File: src/sv/bpfm_pkg.sv
// package for the buffer pool frame manager
// command, status and state codes shared by the block; no dependencies
`timescale 1ns / 1ps

package bpfm_pkg;

  localparam logic [1:0] CMD_GET     = 2'd0;
  localparam logic [1:0] CMD_RELEASE = 2'd1;
  localparam logic [1:0] CMD_DIRTY   = 2'd2;
  localparam logic [1:0] CMD_FLUSH   = 2'd3;

  localparam logic [2:0] ST_HIT    = 3'd0;
  localparam logic [2:0] ST_LOADED = 3'd1;
  localparam logic [2:0] ST_FULL   = 3'd2;
  localparam logic [2:0] ST_UNDER  = 3'd3;
  localparam logic [2:0] ST_DONE   = 3'd4;

  localparam logic [1:0] S_IDLE = 2'd0;
  localparam logic [1:0] S_FIND = 2'd1;
  localparam logic [1:0] S_SCAN = 2'd2;
  localparam logic [1:0] S_MOD  = 2'd3;

  localparam int STAMP_BITS = 32;
  localparam int COUNT_BITS = 32;

  typedef logic [STAMP_BITS-1:0] stamp_t;
  typedef logic [COUNT_BITS-1:0] count_t;

endpackage

File: src/sv/bpfm_table.sv
// frame entry memory: one write port, one registered read port
// generic in width and depth; no package dependencies
`timescale 1ns / 1ps

module bpfm_table #(
  parameter int WIDTH = 57,
  parameter int DEPTH = 16
) (
  input  logic                     clk,
  input  logic                     wr_en,
  input  logic [$clog2(DEPTH)-1:0] wr_addr,
  input  logic [WIDTH-1:0]         wr_data,
  input  logic [$clog2(DEPTH)-1:0] rd_addr,
  output logic [WIDTH-1:0]         rd_data
);

  logic [WIDTH-1:0] mem [DEPTH];

  always_ff @(posedge clk) begin
    if (wr_en) begin
      mem[wr_addr] <= wr_data;
    end
    rd_data <= mem[rd_addr];
  end

endmodule

File: src/sv/bpfm_cam.sv
// tag lookup: per-frame tag and valid flops with parallel compare
// finds the hit frame and the lowest empty frame; no package dependencies
`timescale 1ns / 1ps

module bpfm_cam #(
  parameter int FRAMES    = 16,
  parameter int PAGE_BITS = 16
) (
  input  logic                      clk,
  input  logic                      rst_n,
  input  logic                      fill_en,
  input  logic [$clog2(FRAMES)-1:0] fill_idx,
  input  logic [PAGE_BITS-1:0]      fill_tag,
  input  logic [PAGE_BITS-1:0]      look_tag,
  input  logic [$clog2(FRAMES)-1:0] query_idx,
  output logic                      hit,
  output logic [$clog2(FRAMES)-1:0] hit_idx,
  output logic                      free_any,
  output logic [$clog2(FRAMES)-1:0] free_idx,
  output logic                      query_valid
);

  localparam int IDX_W = $clog2(FRAMES);

  logic [PAGE_BITS-1:0] tag_r [FRAMES];
  logic [FRAMES-1:0]    valid_r;

  always_ff @(posedge clk) begin
    if (!rst_n) begin
      valid_r <= '0;
    end else if (fill_en) begin
      valid_r[fill_idx] <= 1'b1;
    end
    if (fill_en) begin
      tag_r[fill_idx] <= fill_tag;
    end
  end

  // lowest matching and lowest empty frame win
  always_comb begin
    hit      = 1'b0;
    hit_idx  = '0;
    free_any = 1'b0;
    free_idx = '0;
    for (int i = FRAMES - 1; i >= 0; i--) begin
      if (valid_r[i] && tag_r[i] == look_tag) begin
        hit     = 1'b1;
        hit_idx = IDX_W'(i);
      end
      if (!valid_r[i]) begin
        free_any = 1'b1;
        free_idx = IDX_W'(i);
      end
    end
  end

  assign query_valid = valid_r[query_idx];

endmodule

File: src/sv/buffer_pool_frame_manager_top.sv
// top level of the buffer pool frame manager: command sequencer and read-modify-write
// uses bpfm_pkg, bpfm_cam and bpfm_table
`timescale 1ns / 1ps

// A command is taken when start is high and busy low. Its result appears for
// exactly one cycle with out_valid high; the receiver cannot stall it, so it
// must take every result when it comes. A hit, a miss into an empty frame,
// release, mark dirty and flush first look up the frame (a get compares the
// tag across all frames, the others take the slot) and read the frame's entry
// from the table memory, then modify the entry and write it back. A miss with
// every frame filled scans the table one entry a cycle for the least recently
// used unpinned frame before the modify step, or answers at the end of the
// scan when none exists. A release, mark dirty or flush on a slot of FRAMES
// or more answers from the lookup step without touching the table. busy is
// high from the accept until the result cycle, so the next command can be
// taken at the edge that ends the result cycle. Page data and disk transfers
// stay outside; the block only reports the write-back and load that are due.
module buffer_pool_frame_manager_top
  import bpfm_pkg::*;
#(
  parameter int FRAMES    = 16,
  parameter int PAGE_BITS = 16,
  parameter int PIN_BITS  = 8
) (
  input  logic                 clk,
  input  logic                 rst_n,
  input  logic                 start,
  output logic                 busy,
  input  logic [1:0]           in_command,
  input  logic [PAGE_BITS-1:0] in_page_number,
  input  logic [3:0]           in_frame_slot,
  output logic                 out_valid,
  output logic [2:0]           out_status,
  output logic [3:0]           out_result_frame,
  output logic                 out_writeback_needed,
  output logic [PAGE_BITS-1:0] out_writeback_page,
  output logic                 out_load_needed,
  output logic [PIN_BITS-1:0]  out_pins_now,
  output logic [31:0]          out_fault_total,
  output logic [31:0]          out_write_total
);

  localparam int IDX_W = $clog2(FRAMES);
  localparam int ENT_W = PAGE_BITS + 1 + PIN_BITS + STAMP_BITS;
  localparam logic [PIN_BITS-1:0] PIN_MAX = {PIN_BITS{1'b1}};

  // sequencer state
  logic [1:0]           state_r, state_nxt;
  logic [1:0]           cmd_r;
  logic [PAGE_BITS-1:0] page_r;
  logic [3:0]           slot_r;
  logic [IDX_W-1:0]     op_idx_r, op_idx_nxt;
  logic                 hit_r, hit_nxt;
  logic [IDX_W:0]       scan_r, scan_nxt;
  logic                 best_found_r, best_found_nxt;
  logic [IDX_W-1:0]     best_idx_r, best_idx_nxt;
  stamp_t               best_stamp_r, best_stamp_nxt;
  stamp_t               clock_r, clock_nxt;
  count_t               fault_r, fault_nxt;
  count_t               write_r, write_nxt;

  // result registers
  logic                 ovalid_r, ovalid_nxt;
  logic [2:0]           ostatus_r, ostatus_nxt;
  logic [3:0]           oframe_r, oframe_nxt;
  logic                 owb_r, owb_nxt;
  logic [PAGE_BITS-1:0] owbpage_r, owbpage_nxt;
  logic                 oload_r, oload_nxt;
  logic [PIN_BITS-1:0]  opins_r, opins_nxt;

  // table and lookup wiring
  logic                 cam_hit, cam_free;
  logic [IDX_W-1:0]     cam_hit_idx, cam_free_idx;
  logic                 op_valid;
  logic                 fill_en;
  logic                 tbl_we;
  logic [IDX_W-1:0]     rd_addr;
  logic [ENT_W-1:0]     rd_data, wr_data;

  logic                 slot_ok;
  logic [IDX_W-1:0]     slot_idx;
  logic [31:0]          slot_ext;

  // entry fields of the frame under work; empty frames read as reset
  logic [PAGE_BITS-1:0] e_tag;
  logic                 e_dirty;
  logic [PIN_BITS-1:0]  e_pins;
  stamp_t               e_stamp;
  logic [PAGE_BITS-1:0] n_tag;
  logic                 n_dirty;
  logic [PIN_BITS-1:0]  n_pins;
  stamp_t               n_stamp;

  // fields of the entry arriving during the scan
  logic [PIN_BITS-1:0]  s_pins;
  stamp_t               s_stamp;

  assign slot_ext = 32'(slot_r);
  assign slot_ok  = slot_ext < 32'(FRAMES);
  assign slot_idx = slot_ext[IDX_W-1:0];

  assign s_pins  = rd_data[STAMP_BITS +: PIN_BITS];
  assign s_stamp = rd_data[STAMP_BITS-1:0];

  always_comb begin
    if (op_valid) begin
      e_tag   = rd_data[ENT_W-1 -: PAGE_BITS];
      e_dirty = rd_data[STAMP_BITS + PIN_BITS];
      e_pins  = rd_data[STAMP_BITS +: PIN_BITS];
      e_stamp = rd_data[STAMP_BITS-1:0];
    end else begin
      e_tag   = '0;
      e_dirty = 1'b0;
      e_pins  = '0;
      e_stamp = '0;
    end
  end

  bpfm_cam #(
    .FRAMES    (FRAMES),
    .PAGE_BITS (PAGE_BITS)
  ) u_cam (
    .clk         (clk),
    .rst_n       (rst_n),
    .fill_en     (fill_en),
    .fill_idx    (op_idx_r),
    .fill_tag    (page_r),
    .look_tag    (page_r),
    .query_idx   (op_idx_r),
    .hit         (cam_hit),
    .hit_idx     (cam_hit_idx),
    .free_any    (cam_free),
    .free_idx    (cam_free_idx),
    .query_valid (op_valid)
  );

  bpfm_table #(
    .WIDTH (ENT_W),
    .DEPTH (FRAMES)
  ) u_table (
    .clk     (clk),
    .wr_en   (tbl_we),
    .wr_addr (op_idx_r),
    .wr_data (wr_data),
    .rd_addr (rd_addr),
    .rd_data (rd_data)
  );

  assign wr_data = {n_tag, n_dirty, n_pins, n_stamp};

  always_comb begin
    state_nxt      = state_r;
    op_idx_nxt     = op_idx_r;
    hit_nxt        = hit_r;
    scan_nxt       = scan_r;
    best_found_nxt = best_found_r;
    best_idx_nxt   = best_idx_r;
    best_stamp_nxt = best_stamp_r;
    clock_nxt      = clock_r;
    fault_nxt      = fault_r;
    write_nxt      = write_r;
    ovalid_nxt     = 1'b0;
    ostatus_nxt    = ST_DONE;
    oframe_nxt     = '0;
    owb_nxt        = 1'b0;
    owbpage_nxt    = '0;
    oload_nxt      = 1'b0;
    opins_nxt      = '0;
    rd_addr        = op_idx_r;
    fill_en        = 1'b0;
    tbl_we         = 1'b0;
    n_tag          = e_tag;
    n_dirty        = e_dirty;
    n_pins         = e_pins;
    n_stamp        = e_stamp;

    unique case (state_r)
      S_IDLE: begin
        if (start) begin
          state_nxt = S_FIND;
        end
      end

      S_FIND: begin
        if (cmd_r == CMD_GET) begin
          if (cam_hit) begin
            hit_nxt    = 1'b1;
            op_idx_nxt = cam_hit_idx;
            rd_addr    = cam_hit_idx;
            state_nxt  = S_MOD;
          end else begin
            hit_nxt   = 1'b0;
            fault_nxt = fault_r + 1'b1;
            if (cam_free) begin
              op_idx_nxt = cam_free_idx;
              rd_addr    = cam_free_idx;
              state_nxt  = S_MOD;
            end else begin
              // every frame filled: sweep the table for the oldest unpinned one
              rd_addr        = '0;
              scan_nxt       = (IDX_W + 1)'(1);
              best_found_nxt = 1'b0;
              state_nxt      = S_SCAN;
            end
          end
        end else if (slot_ok) begin
          op_idx_nxt = slot_idx;
          rd_addr    = slot_idx;
          state_nxt  = S_MOD;
        end else begin
          ovalid_nxt  = 1'b1;
          ostatus_nxt = ST_DONE;
          oframe_nxt  = slot_r;
          state_nxt   = S_IDLE;
        end
      end

      S_SCAN: begin
        // rd_data holds the entry of frame scan_r - 1
        if (s_pins == '0 && (!best_found_r || s_stamp < best_stamp_r)) begin
          best_found_nxt = 1'b1;
          best_idx_nxt   = IDX_W'(scan_r - 1'b1);
          best_stamp_nxt = s_stamp;
        end
        scan_nxt = scan_r + 1'b1;
        if (scan_r < (IDX_W + 1)'(FRAMES)) begin
          rd_addr = scan_r[IDX_W-1:0];
        end else begin
          rd_addr = best_idx_nxt;
          if (best_found_nxt) begin
            op_idx_nxt = best_idx_nxt;
            state_nxt  = S_MOD;
          end else begin
            ovalid_nxt  = 1'b1;
            ostatus_nxt = ST_FULL;
            state_nxt   = S_IDLE;
          end
        end
      end

      S_MOD: begin
        tbl_we     = 1'b1;
        ovalid_nxt = 1'b1;
        oframe_nxt = 4'(op_idx_r);
        state_nxt  = S_IDLE;
        unique case (cmd_r)
          CMD_GET: begin
            n_stamp   = clock_r;
            clock_nxt = clock_r + 1'b1;
            if (hit_r) begin
              if (e_pins != PIN_MAX) begin
                n_pins = e_pins + 1'b1;
              end
              ostatus_nxt = ST_HIT;
            end else begin
              if (op_valid && e_dirty) begin
                owb_nxt     = 1'b1;
                owbpage_nxt = e_tag;
                write_nxt   = write_r + 1'b1;
              end
              fill_en     = 1'b1;
              n_tag       = page_r;
              n_dirty     = 1'b0;
              n_pins      = PIN_BITS'(1);
              ostatus_nxt = ST_LOADED;
              oload_nxt   = 1'b1;
            end
          end
          CMD_RELEASE: begin
            if (e_pins == '0) begin
              ostatus_nxt = ST_UNDER;
            end else begin
              n_pins = e_pins - 1'b1;
            end
          end
          CMD_DIRTY: begin
            if (op_valid) begin
              n_dirty = 1'b1;
            end
          end
          CMD_FLUSH: begin
            if (op_valid && e_dirty) begin
              owb_nxt     = 1'b1;
              owbpage_nxt = e_tag;
              n_dirty     = 1'b0;
              write_nxt   = write_r + 1'b1;
            end
          end
          default: begin
          end
        endcase
        opins_nxt = n_pins;
      end

      default: begin
        state_nxt = S_IDLE;
      end
    endcase
  end

  always_ff @(posedge clk) begin
    if (!rst_n) begin
      state_r      <= S_IDLE;
      clock_r      <= stamp_t'(1);
      fault_r      <= '0;
      write_r      <= '0;
      ovalid_r     <= 1'b0;
      hit_r        <= 1'b0;
      best_found_r <= 1'b0;
      scan_r       <= '0;
    end else begin
      state_r      <= state_nxt;
      clock_r      <= clock_nxt;
      fault_r      <= fault_nxt;
      write_r      <= write_nxt;
      ovalid_r     <= ovalid_nxt;
      hit_r        <= hit_nxt;
      best_found_r <= best_found_nxt;
      scan_r       <= scan_nxt;
    end
  end

  // payload registers
  always_ff @(posedge clk) begin
    if (state_r == S_IDLE && start) begin
      cmd_r  <= in_command;
      page_r <= in_page_number;
      slot_r <= in_frame_slot;
    end
    op_idx_r     <= op_idx_nxt;
    best_idx_r   <= best_idx_nxt;
    best_stamp_r <= best_stamp_nxt;
    ostatus_r    <= ostatus_nxt;
    oframe_r     <= oframe_nxt;
    owb_r        <= owb_nxt;
    owbpage_r    <= owbpage_nxt;
    oload_r      <= oload_nxt;
    opins_r      <= opins_nxt;
  end

  assign busy                 = state_r != S_IDLE;
  assign out_valid            = ovalid_r;
  assign out_status           = ostatus_r;
  assign out_result_frame     = oframe_r;
  assign out_writeback_needed = owb_r;
  assign out_writeback_page   = owbpage_r;
  assign out_load_needed      = oload_r;
  assign out_pins_now         = opins_r;
  assign out_fault_total      = fault_r;
  assign out_write_total      = write_r;

endmodule

File: config.mk
export PLATFORM = sky130hd
export DESIGN_NAME = buffer_pool_frame_manager_top
export DESIGN_NICKNAME = d
export VERILOG_FILES = /design/src/sv/bpfm_pkg.sv /design/src/sv/bpfm_table.sv /design/src/sv/bpfm_cam.sv /design/src/sv/buffer_pool_frame_manager_top.sv
export SDC_FILE = /design/constraint.sdc
export NUM_CORES = 2
export LEC_CHECK = 0
export BUFFER_PORTS_ARGS = -buffer_cell sky130_fd_sc_hd__buf_2
export CAP_MARGIN = 25
export CORE_UTILIZATION = 60
export DETAILED_ROUTE_END_ITERATION = 10
export PLACE_DENSITY = 0.84
export SYNTH_ARGS = -nofsm -noshare
export SYNTH_HDL_FRONTEND = slang
export SYNTH_SLANG_ARGS = --single-unit
File: constraint.sdc
create_clock -name clk -period 6.3 [get_ports clk]
set_input_delay 0.63 -clock clk [delete_from_list [all_inputs] [get_ports clk]]
set_output_delay 0.63 -clock clk [all_outputs]
set_load 0.02 [all_outputs]
After elaboration in Yosys (flattened, before gate mapping)

Memories as Yosys holds them, arrays and structs flattened. A register that Yosys moved wholly into a read port is not among the register bits.
Cells that the tools add are included.

$add $sub $neg: 7
Magnitude comparators: 5
Eq/ne operators: 31
Multiplexer cells: 150
Bitwise gates (word level): 2
Reduce and logical (&&, ||, !) cells: 37

Operators with widths:

| operator                | number |
|---|---|
| $eq A16 B16 Y1          | 16 |
| $mux W4                 | 45 |
| $mux W32                | 5 |
| $add A32 B1 Y32 const B | 3 |
| $mux W16                | 6 |
| $pmux W32 S2            | 1 |
| $mux W1                 | 62 |
| $mux W8                 | 5 |
| $lt A32 B32 Y1          | 1 |
| $pmux W16 S2            | 1 |
| $pmux W4 S2             | 3 |
| $logic_and A1 B1 Y1     | 20 |
| $logic_not A8 Y1        | 2 |
| $or A16 B16 Y16         | 1 |
| $pmux W8 S2             | 1 |
| $mux W5                 | 3 |
| $ne A2 B2 Y1 const B    | 7 |
| $pmux W3 S2             | 2 |
| $lt A4 B5 Y1 const B    | 2 |
| $mux W2                 | 5 |
| $pmux W5 S2             | 1 |
| $mux W3                 | 3 |
| $add A8 B1 Y8 const B   | 1 |
| $eq A2 B2 Y1 const B    | 4 |
| 21 further kinds        | 32 |

Flip-flop bits (word level): 217
Bits in writable memories: 1168
Bits of input ports: 25
Output and inout bits: 99
Logic and storage cells: 255
Memories: 2

Memory list:

| name        | depth | width | rd ports | clocked after Yosys merged registers in | write ports | line             | source |
|---|---|---|---|---|---|---|---|
| u_table.mem | 16    | 57    | 1        | 1                                       | 1           | bpfm_table.sv:17 | `logic [WIDTH-1:0] mem [DEPTH];` |
| u_cam.tag_r | 16    | 16    | 16       | 0                                       | 1           | bpfm_cam.sv:25   | `logic [PAGE_BITS-1:0] tag_r [FRAMES];` |

Longest topological paths before layout

An unclocked memory read counts as a cell.

Depth in word-level cells: 22
Gate-level depth with buffers: 18
Mapped depth without buffers: 14

Cells and area by module

Synthesis repeated with hierarchy kept, for this count alone.

Cells, all modules: 3390
Area, all modules: 57450.1 um2

By module, submodules not included:

| module                        | times used | cells an instance | area each (um2) | sequential area each (um2) |
|---|---|---|---|---|
| bpfm_table                    | 1          | 1470              | 35252.6         | 28527.4 |
| bpfm_cam                      | 1          | 764               | 11880.1         | 8007.7 |
| buffer_pool_frame_manager_top | 1          | 1156              | 10317.4         | 4644.5 |

Worst setup path before layout

No wires, ideal clock.

Kind: register to register
Start: reg state_r[1]
End: mem u_table.mem[0][0] (enable)
Setup time: 0.542 ns
Arrival time: 5.054 ns
Data required time: 5.758 ns
Setup slack: 0.704 ns
Stages on the path, launching flop included: 6
Buffers on the path: 1
Period minus slack after synthesis: 5.596 ns
Cells stage by stage: dfxtp_1 > ha_1 > inv_1 > or3_1 > clkbuf_1 > nor3_1

Word-level cells in the longest chain between the ends: 4

Ends and longest elaborated chain:

| what                          | line                                 | source |
|---|---|---|
| from (decl)                   | buffer_pool_frame_manager_top.sv:48  | `logic [1:0] state_r, state_nxt;` |
| from (signal assigned)        | buffer_pool_frame_manager_top.sv:312 | `state_r <= state_nxt;` |
| $eq A2 B2 Y1                  | buffer_pool_frame_manager_top.sv:177 | `unique case (state_r)` |
| $mux W1                       | buffer_pool_frame_manager_top.sv:177 |  |
| $mux W1                       | bpfm_table.sv:20                     | `if (wr_en) begin` |
| $mux W1 (implied by the code) | bpfm_table.sv:21                     | `mem[wr_addr] <= wr_data;` |
| to (decl)                     | bpfm_table.sv:17                     |  |

Every way passes these cells.

Final worst setup path

Start: reg page_r[5]
End: reg u_table.rd_data[47] (read register of u_table.mem)

Word-level cells in the longest chain between the ends: 21
Elaborated cells on any way between the ends: 67
Those cells by class: 16 x eq/ne; 35 x mux; 16 x reduce/logical

Ends and longest elaborated chain:

| what                                              | line                                 | source |
|---|---|---|
| from (decl)                                       | buffer_pool_frame_manager_top.sv:50  | `logic [PAGE_BITS-1:0] page_r;` |
| from (signal assigned)                            | buffer_pool_frame_manager_top.sv:327 | `page_r <= in_page_number;` |
| $eq A16 B16 Y1                                    | bpfm_cam.sv:46                       | `if (valid_r[i] && tag_r[i] == look_tag) begin` |
| $logic_and A1 B1 Y1                               | bpfm_cam.sv:46                       |  |
| $mux W4 or $mux W1 (tied branches) (16 in series) | bpfm_cam.sv:46                       |  |
| $mux W4 (*)                                       | buffer_pool_frame_manager_top.sv:186 | `if (cam_hit) begin` |
| $mux W4 (*)                                       | buffer_pool_frame_manager_top.sv:185 | `if (cmd_r == CMD_GET) begin` |
| $pmux W4 S2 (*)                                   | buffer_pool_frame_manager_top.sv:177 |  |
| to (decl)                                         | bpfm_table.sv:14                     | `output logic [WIDTH-1:0] rd_data` |

Mark *: on every way between the ends. The rest lies on a longest branch, timed or not.
A chain may end at the register's enable or synchronous reset.

==> results.json <==
{
  "status": "complete, no violations",
  "syn_area_per_cell_um2": 15.6,
  "syn_area_um2": 57900,
  "drc": 0,
  "switching_share_pct": 29.5,
  "nets": 3996,
  "setup_viol": 0,
  "die_w_um": 313,
  "relSlewSlack_pct": 22.6,
  "dr.pass1.iters": 6,
  "path_cells": "buf_4, xor2_1, nor4_1, nand3_1, or2_2, nand4b_1, nor4_2, a22oi_1, o21ai_1, a221o_4, buf_12, mux4_2, a22oi_1, nand3_1",
  "die-area_um2": 97800,
  "hp-class": "in -> reg",
  "path_clk_slew_ns": 0.06,
  "p_switching_uw": 7440,
  "yosys_warnings": 0,
  "power_frac_comb_pct": 23.1,
  "portBuffers": 123,
  "diodes": 0,
  "maxCapViolations": 0,
  "place_area_um2": 60500,
  "r2r-start": "page_r[5]",
  "peakVddDrop_uv": 289,
  "start_util_pct": 60.8,
  "synth-edff-count": 1230,
  "rsz0062_at_grt": "no",
  "total_power_uw": 25200,
  "drt_wl_total_mm": 142,
  "hold_viol_final": 0,
  "drv_slew": 0,
  "first_iter_violations": 4980,
  "vias": 34700,
  "async_reset_ff_share_pct": 0,
  "place_inst": 5043,
  "ios": 124,
  "cts_buffer_depth": 3,
  "ctsHtreeMaxLevel": 4,
  "drive_gt1_share_pct": 16.6,
  "rows": 113,
  "power.density_nw_per_um2": 387,
  "cts_tree": "done",
  "max_stage_delay_ns": 0.83,
  "startpoint_type": "register",
  "pwr-share-seq_pct": 43.6,
  "crit_type": "reg -> reg",
  "numCtsBuffers": 140,
  "clockPowerShare_pct": 33.3,
  "grt_pass1_wl_mm": 211,
  "critPathLaunch": "page_r[5]",
  "cts_resized": 0,
  "leakage_uw": 0.0208,
  "overflow": 0,
  "nFillCells": 5686,
  "synth_flop_cell": "edfxtp_1",
  "synth_area_leaders": "edfxtp_1 64%, dfxtp_1 7.3%, mux4_2 6.9%",
  "synth.distinct_cells": 65,
  "cts_root_buf": "clkbuf_16",
  "antenna_found_initial": 0,
  "multi_input_area_um2": 15500,
  "endpoint_kind": "register",
  "ant_nets": 0,
  "ff2ff_path_depth": 14,
  "seq_area_um2": 41200,
  "p_int_uw": 17800,
  "pre_cts_ws_ns": 0.964,
  "syn_nets": 3785,
  "core_area_um2": 95300,
  "grt_max_degree": 76,
  "finalClockSkew_ns": 0.0233,
  "die_h_um": 313,
  "ys_seq_area_share_pct": 71.1,
  "cts_setup_buffers": 0,
  "viasPerCell": 6.53,
  "syn_inst": 3713,
  "cts_hold_buffers": 0,
  "tns_ns": 0,
  "finalCriticalPeriod_ns": 5.55,
  "yosys.area.top_type": "edfxtp_1",
  "hold_start": "in_frame_slot[0]",
  "globalplace.congestion": 0.910,
  "grt_usage_pct": 28.8,
  "final_area_um2": 65200,
  "crit_arrival_ns": 6.18,
  "path_depth": 14,
  "worstMarginPinSlew_ns": 1.16,
  "final.period_utilization_pct": 88.1,
  "synth_top_area_share_pct": 63.8,
  "grt_pass1_vias": 34900,
  "crit_path_top_delay_cell": "edfxtp_1",
  "fin_ws_ns": 0.752,
  "cts.sinks": 1442,
  "synth-seq-cells": 1442,
  "synth.most_common_cell": "edfxtp_1",
  "fmax_mhz": 180,
  "min_path_cells": 1,
  "required_ns": 6.93,
  "post_drt_wl_per_cell_um": 26.8,
  "crit_family": "simple AND/OR/NAND/NOR gates",
  "area_growth_syn_to_layout_pct": 12.6,
  "insertion_delay_ns": 0.75,
  "synth_common_cells": "1230 x edfxtp_1, 282 x nor2_1, 254 x nand2_1, 212 x dfxtp_1, 195 x xnor2_1",
  "worst-path-buf-inv": 2,
  "hpwl_mm": 76.4,
  "final_cell_count_no_fill": 5306,
  "crit_path_max_fanout": 64
}
stage by stage:
stage / util [%] / hold slack [ns]
3_5_place_dp: 63.5 / 0.457
4_1_cts: 68.4 / 0.0300
5_1_grt: 68.5 / 0.0436
2_1_floorplan: - / 0.430
3_3_place_gp: 63.5 / 0.444
6_report: 68.5 / 0.0601
final cells by class:
class	instances	share of cell area (%)
inverter	123	0.711
sequential	1442	63.1
timing repair buffer	249	2.85
multi-input combinational	1968	23.8
clock buffer	189	5.92
tap	1265	2.43
clock inverter	70	1.17
path summary, 6_finish.rpt:
check                                        endpoint  slack, ns
worst max-delay path              u_table.rd_data[47]       0.75
worst max register to register    u_table.rd_data[47]       0.75
worst min register to register  out_writeback_page[3]       0.48
worst min-delay path                      slot_idx[0]       0.06
cell usage in the layout (no fill, tap or decap), types with 19 or more instances in the layout:
cell       count
a211o_1       58
a21oi_1       41
a22oi_1       62
and2_1        29
and3_1        25
buf_12        19
buf_2        123
buf_4        104
clkbuf_1      34
clkbuf_16    142
clkinv_1      19
clkinv_2      21
dfxtp_1      212
edfxtp_1    1230
ha_1          47
inv_1        120
mux4_2       177
nand2_1      254
nand3_1      170
nand3b_1      57
nand4_1       83
nor2_1       263
nor3_1        29
nor4_1        26
o2111ai_1     58
o21ai_0       52
or3_1         19
xnor2_1      195
xor2_1       152
kinds of logic (layout without fill, tap and decap cells):
family | after synthesis | count (layout) | synth area share [%]
flops | 1442 | 1442 | 71.1
simple gates | 1054 | 1054 | 8.97
xor+xnor | 347 | 347 | 5.25
compound gates | 339 | 339 | 4.30
buf+inv | 303 | 631 | 2.43
mux | 181 | 181 | 6.95
fa+ha+maj | 47 | 47 | 1.02
power by group through the flow:
stage               Clock, uW  Sequential (uW)  Combinational, uW
CTS                      8470            11000               5800
floorplan                   0            11000               4140
global placement            0            11200               5460
finish                   8410            11000               5840
global route             8820            11000               6200
detailed placement          0            11200               5630
layer usage:
| metal | share of wire, % | vias up | GRT usage, % |
|---|---|---|---|
| met5 | 0 | - | 0 |
| met4 | 4.2 | 0 | 13.3 |
| met3 | 11 | 463 | 5.75 |
| met2 | 49 | 2484 | 47.3 |
| met1 | 36 | 17200 | 37.4 |
| li1 | - | 14600 | - |
sequential cells by signal, indices dropped and copies added, names as in the netlist, 2 cells and up:
| name | cells |
|---|---|
| u_table.mem | 912 |
| u_cam.tag_r | 256 |
| u_table.rd_data | 57 |
| best_stamp_r | 32 |
| clock_r | 32 |
| out_fault_total | 32 |
| out_write_total | 32 |
| out_writeback_page | 16 |
| page_r | 16 |
| u_cam.valid_r | 16 |
| out_pins_now | 8 |
| scan_r | 5 |
| best_idx_r | 4 |
| op_idx_r | 4 |
| out_result_frame | 4 |
| slot_idx | 4 |
| out_status | 3 |
| cmd_r | 2 |
| state_r | 2 |
Note: power is estimated with default switching activity, not from simulation.
